**config.mk**
```make
export PLATFORM = sky130hd
export DESIGN_NAME = bds_avg_stage
export DESIGN_NICKNAME = d
export VERILOG_FILES = /design/src/sv/bds_pkg.sv /design/src/sv/bds_avg_stage.sv
export SDC_FILE = /design/constraint.sdc
export NUM_CORES = 1
export LEC_CHECK = 0
export ABC_AREA = 1
export BUFFER_PORTS_ARGS = -buffer_cell sky130_fd_sc_hd__buf_4
export CAP_MARGIN = 20
export CORE_ASPECT_RATIO = 1.75
export CORE_MARGIN = 4
export CORE_UTILIZATION = 29
export CTS_BUF_LIST = sky130_fd_sc_hd__clkbuf_4
export CTS_CLUSTER_SIZE = 12
export DETAILED_ROUTE_END_ITERATION = 12
export PLACE_DENSITY = 0.46
export SKIP_LAST_GASP = 1
export SYNTH_ARGS = -nofsm -noshare
export SYNTH_HDL_FRONTEND = slang
export SYNTH_SLANG_ARGS = --single-unit
export TNS_END_PERCENT = 10
```
**constraint.sdc**
```tcl
create_clock -name clock -period 11.1 [get_ports clock]
set_input_delay 1.11 -clock clock [delete_from_list [all_inputs] [get_ports clock]]
set_output_delay 1.11 -clock clock [all_outputs]
set_load 0.02 [all_outputs]
```
**src/sv/bds_pkg.sv**
```systemverilog
// Shared types and constants of the 2x2 box downsampler with luma.
package bds_pkg;

   // Fixed field widths.
   localparam int unsigned PIX_W   = 8;
   localparam int unsigned SUM_W   = 9;
   localparam int unsigned QUAD_W  = 10;
   localparam int unsigned POS_W   = 11;
   localparam int unsigned ROW_W   = 12;
   localparam int unsigned CSR_W   = 13;
   localparam int unsigned PROD_W  = 24;
   localparam int unsigned REQ_DATA_W = 24;
   localparam int unsigned RSP_DATA_W = 56;

   // Register reset value and width clamp floor.
   localparam logic [CSR_W-1:0] WIDTH_RESET = 13'd640;
   localparam int unsigned      WIDTH_MIN   = 2;

   // Q16 luma weights; they add up to exactly 65536.
   localparam logic [15:0] W_RED   = 16'd19661;
   localparam logic [15:0] W_GREEN = 16'd38666;
   localparam logic [15:0] W_BLUE  = 16'd7209;

   // One RGB pixel.
   typedef struct packed {
      logic [PIX_W-1:0] blue;
      logic [PIX_W-1:0] green;
      logic [PIX_W-1:0] red;
   } pixel_type;

   // Three sums of a horizontal pixel pair.
   typedef struct packed {
      logic [SUM_W-1:0] red;
      logic [SUM_W-1:0] green;
      logic [SUM_W-1:0] blue;
   } pair_sum_type;

   // Control and position carried by the first pipeline stage.
   typedef struct packed {
      logic             valid;
      logic [POS_W-1:0] column;
      logic [POS_W-1:0] row;
   } stage_ctrl_type;

endpackage

```
**src/sv/bds_avg_stage.sv**
```systemverilog
// Block averages, luma and the result register.
module bds_avg_stage (
   input  logic                              clock,
   input  logic                              reset,
   input  logic                              advance,
   input  bds_pkg::stage_ctrl_type           s1_ctrl,
   input  bds_pkg::pair_sum_type             s1_sum,
   input  bds_pkg::pair_sum_type             upper_sum,
   output logic                              rsp_tvalid,
   output logic [bds_pkg::RSP_DATA_W-1:0]    rsp_tdata
);
   import bds_pkg::*;

   logic [QUAD_W-1:0] quad_red, quad_green, quad_blue;
   logic [PIX_W-1:0]  avg_red, avg_green, avg_blue;
   logic [PROD_W-1:0] prod_red, prod_green, prod_blue, luma_acc;
   logic [PIX_W-1:0]  luma;

   logic                  valid_ff;
   logic [RSP_DATA_W-1:0] data_ff;

   // Sum of the four pixels, divided by four.
   assign quad_red   = QUAD_W'(s1_sum.red)   + QUAD_W'(upper_sum.red);
   assign quad_green = QUAD_W'(s1_sum.green) + QUAD_W'(upper_sum.green);
   assign quad_blue  = QUAD_W'(s1_sum.blue)  + QUAD_W'(upper_sum.blue);
   assign avg_red    = quad_red[QUAD_W-1:2];
   assign avg_green  = quad_green[QUAD_W-1:2];
   assign avg_blue   = quad_blue[QUAD_W-1:2];

   // Weighted gray value with constant Q16 weights, truncated.
   assign prod_red   = PROD_W'(avg_red)   * PROD_W'(W_RED);
   assign prod_green = PROD_W'(avg_green) * PROD_W'(W_GREEN);
   assign prod_blue  = PROD_W'(avg_blue)  * PROD_W'(W_BLUE);
   assign luma_acc   = prod_red + prod_green + prod_blue;
   assign luma       = luma_acc[PROD_W-1:16];

   // Result register: valid is reset, payload is not.
   always_ff @(posedge clock) begin
      if (reset) begin
         valid_ff <= 1'b0;
      end else if (advance) begin
         valid_ff <= s1_ctrl.valid;
      end
   end

   always_ff @(posedge clock) begin
      if (advance) begin
         data_ff <= {2'b00, s1_ctrl.row, s1_ctrl.column, luma,
                     avg_blue, avg_green, avg_red};
      end
   end

   assign rsp_tvalid = valid_ff;
   assign rsp_tdata  = data_ff;

endmodule

```
==> results.toml <==
[worst_setup_path]
reg2reg_depth = 2
path_max_fanout = 7
cpLargestDelayFamily = "adder cells"
cp.required_ps = 11350
start_kind = "primary input"
cpMostUsedCell = "nand2_1"
arrival_ps = 8840
worst_setup_path_end_kind = "flop"
cp.depth = 38
crit_type = "in -> reg"
path_buf_inv = 7
slowest_stage = "fa_1"
crit_path_max_incr_delay_ps = 550

[place]
hpwl_mm = 22.29
port_buffers = 134
dp_cells = 1549
globalplace.congestion = 0.9337

[timing]
timing.final.crit_share_pct = 77.39
setup-tns-final_ps = 0
rsz0062_at_grt = "false"
max_slew_margin_pct = 45.98
hold_violations = 0
fin_crit_ps = 8591
fmaxAchievable_mhz = 116.4
tightest_slew_ps = 810.3
fin_skew_ps = 0
finalSetupViolations = 0
maxSlewViolCount = 0

[global_routing]
grt_pass1_vias = 7245
grt_pass1_wl_mm = 38.08
grt_overflow_total = 0
track_usage_pct = 14.77
antenna_found_initial = 1
grt_max_degree = 56

[yosys]
synth-seq-cells = 55
yosysMostFrequentCell = "inv_1"
yosys.area_share.simple_pct = 12.69
synthTopCellsByCount = "inv_1 (298), ha_1 (181), nand2_1 (153)"
seq_area_frac_synth_pct = 18.25
ys_types = 35
synth_area_leaders = "ha_1 (25%), fa_1 (23%), edfxtp_1 (18%), inv_1 (12%), nand2_1 (6.4%)"
synth_top_family_by_area = "adder cells"
muxShareOfSynthArea_pct = 0.1113
async_flop_share_pct = 0
synth_edf_count = 54
yosysTopAreaCellShare_pct = 25.18
synth_compound_area_share_pct = 5.565
yosys_warnings = 0
avgSynthCellArea_sq_um = 8.783
synth_xor_area_share_pct = 2.629
synth_area_sq_mm = 0.008994
synth_top_flop_cell = "edfxtp_1"
syn_inst = 1024
synthAdderAreaFrac_pct = 48.11
synth_top_area_cell = "ha_1"

[layout]
final_net_count = 1529
fin_cells = 1558
syn2layout_area_growth_pct = 17.64
post-route-util_pct = 34.42
drive_gt1_share_pct = 14.41

[route]
vias = 6814
drtIter0Drc = 202
wl_per_cell_um = 15.76
drc_errors = 0
firstDrtPassIters = 6
drt_wl_total_mm = 24.56
via_per_inst = 4.374
drtAntennaViolNets = 0

[die]
rows = 85
start_util_pct = 29.26
core_area_sq_mm = 0.03074
die_y_um = 241.0
die_w_um = 141.1
dieArea_sq_mm = 0.03400
ios = 137

[clock_network]
cts_sinks = 55
clk_pin_slew_worst_paths_ps = 210
cts-buffers-inserted = 5
ctsHoldBuffers = 0
cts_tree = "built"
clk_path_buf_depth = 2
root_buffer = "clkbuf_4"
cts_resized = 0
post_cts_buffers = 0
htreeDepth = 2
clk_latency_ps = 450

[outcome]
status = "completed"

[flow_run]
cap_violations = 0

[min_path]
hold_path_class = "reg -> reg"
hold_path_depth = 2
-- registers in the layout, indices dropped and copies added, names as in the netlist --
register / count
rsp_tdata: 54
rsp_tvalid: 1
-- area by class of cell --
class,count,area [sq um]
Inverter,298,1119
Antenna cell,1,2.502
Clock inverter,3,55.05
Clock buffer,5,37.54
Sequential cell,55,1642
Fill cell,3222,20160
Tap cell,391,489.2
Multi-Input combinational cell,670,6222
Timing Repair Buffer,135,1013
-- per-layer routing --
metal	track usage [%]	part of all wire [%]
met1	14.10	34
met2	30.99	60
met3	1.427	2.8
met4	6.259	3.9
met5	0	0
-- stage by stage --
stage	cell area [sq um]	hold slack, ps	worst slack, ps
final	10580	539.8	2509
after global routing	10580	567.7	1956
after CTS	10580	539.3	2560
after detailed placement	10490	498.1	2009
after global placement	10490	489.2	2189
after floorplan	8997	578.8	2915
-- cell usage in the layout, fill, tap and decap left out, types with 3 or more instances in the layout --
cell,Yosys,layout
nand4_1,11,11
nor2_1,50,50
o21ai_0,23,23
xnor2_1,12,12
clkbuf_4,0,5
nand2_1,153,153
edfxtp_1,54,54
inv_1,298,298
nand3_1,27,27
buf_4,2,135
a21oi_1,42,42
xor2_1,15,15
a21o_1,6,6
nor3_1,6,6
fa_1,103,103
ha_1,181,181
nand2_2,9,9
a31oi_1,3,3
or2_2,9,9
-- cells by family (layout without fill, tap and decap cells) --
family | Yosys count | in the layout
other cells | 1 | 3
fa+ha+maj | 284 | 284
xor+xnor | 27 | 27
simple gates | 269 | 269
buf+inv | 300 | 441
flops | 55 | 55
compound gates | 87 | 87
mux | 1 | 1
-- tightest hold or removal path: stages (launching register included) --
cell     delay (ps)
dfxtp_1         360
mux2i_1         120
nor2_1           50
-- final timing paths --
| check | from | end | slack (ps) |
|---|---|---|---|
| worst max-delay path | s1_sum[10] | rsp_tdata[27]$_DFFE_PP_ | 2510 |
| worst min-delay path | rsp_tvalid$_SDFFE_PP0P_ | rsp_tvalid$_SDFFE_PP0P_ | 540 |
| worst max register to register | rsp_tvalid$_SDFFE_PP0P_ | rsp_tvalid$_SDFFE_PP0P_ | 10500 |
| worst min register to register | rsp_tvalid$_SDFFE_PP0P_ | rsp_tvalid$_SDFFE_PP0P_ | 540 |
Power is left out: the tool's default activity adds up to more than one toggle a clock period on the data nets, which glitch-free logic cannot reach.
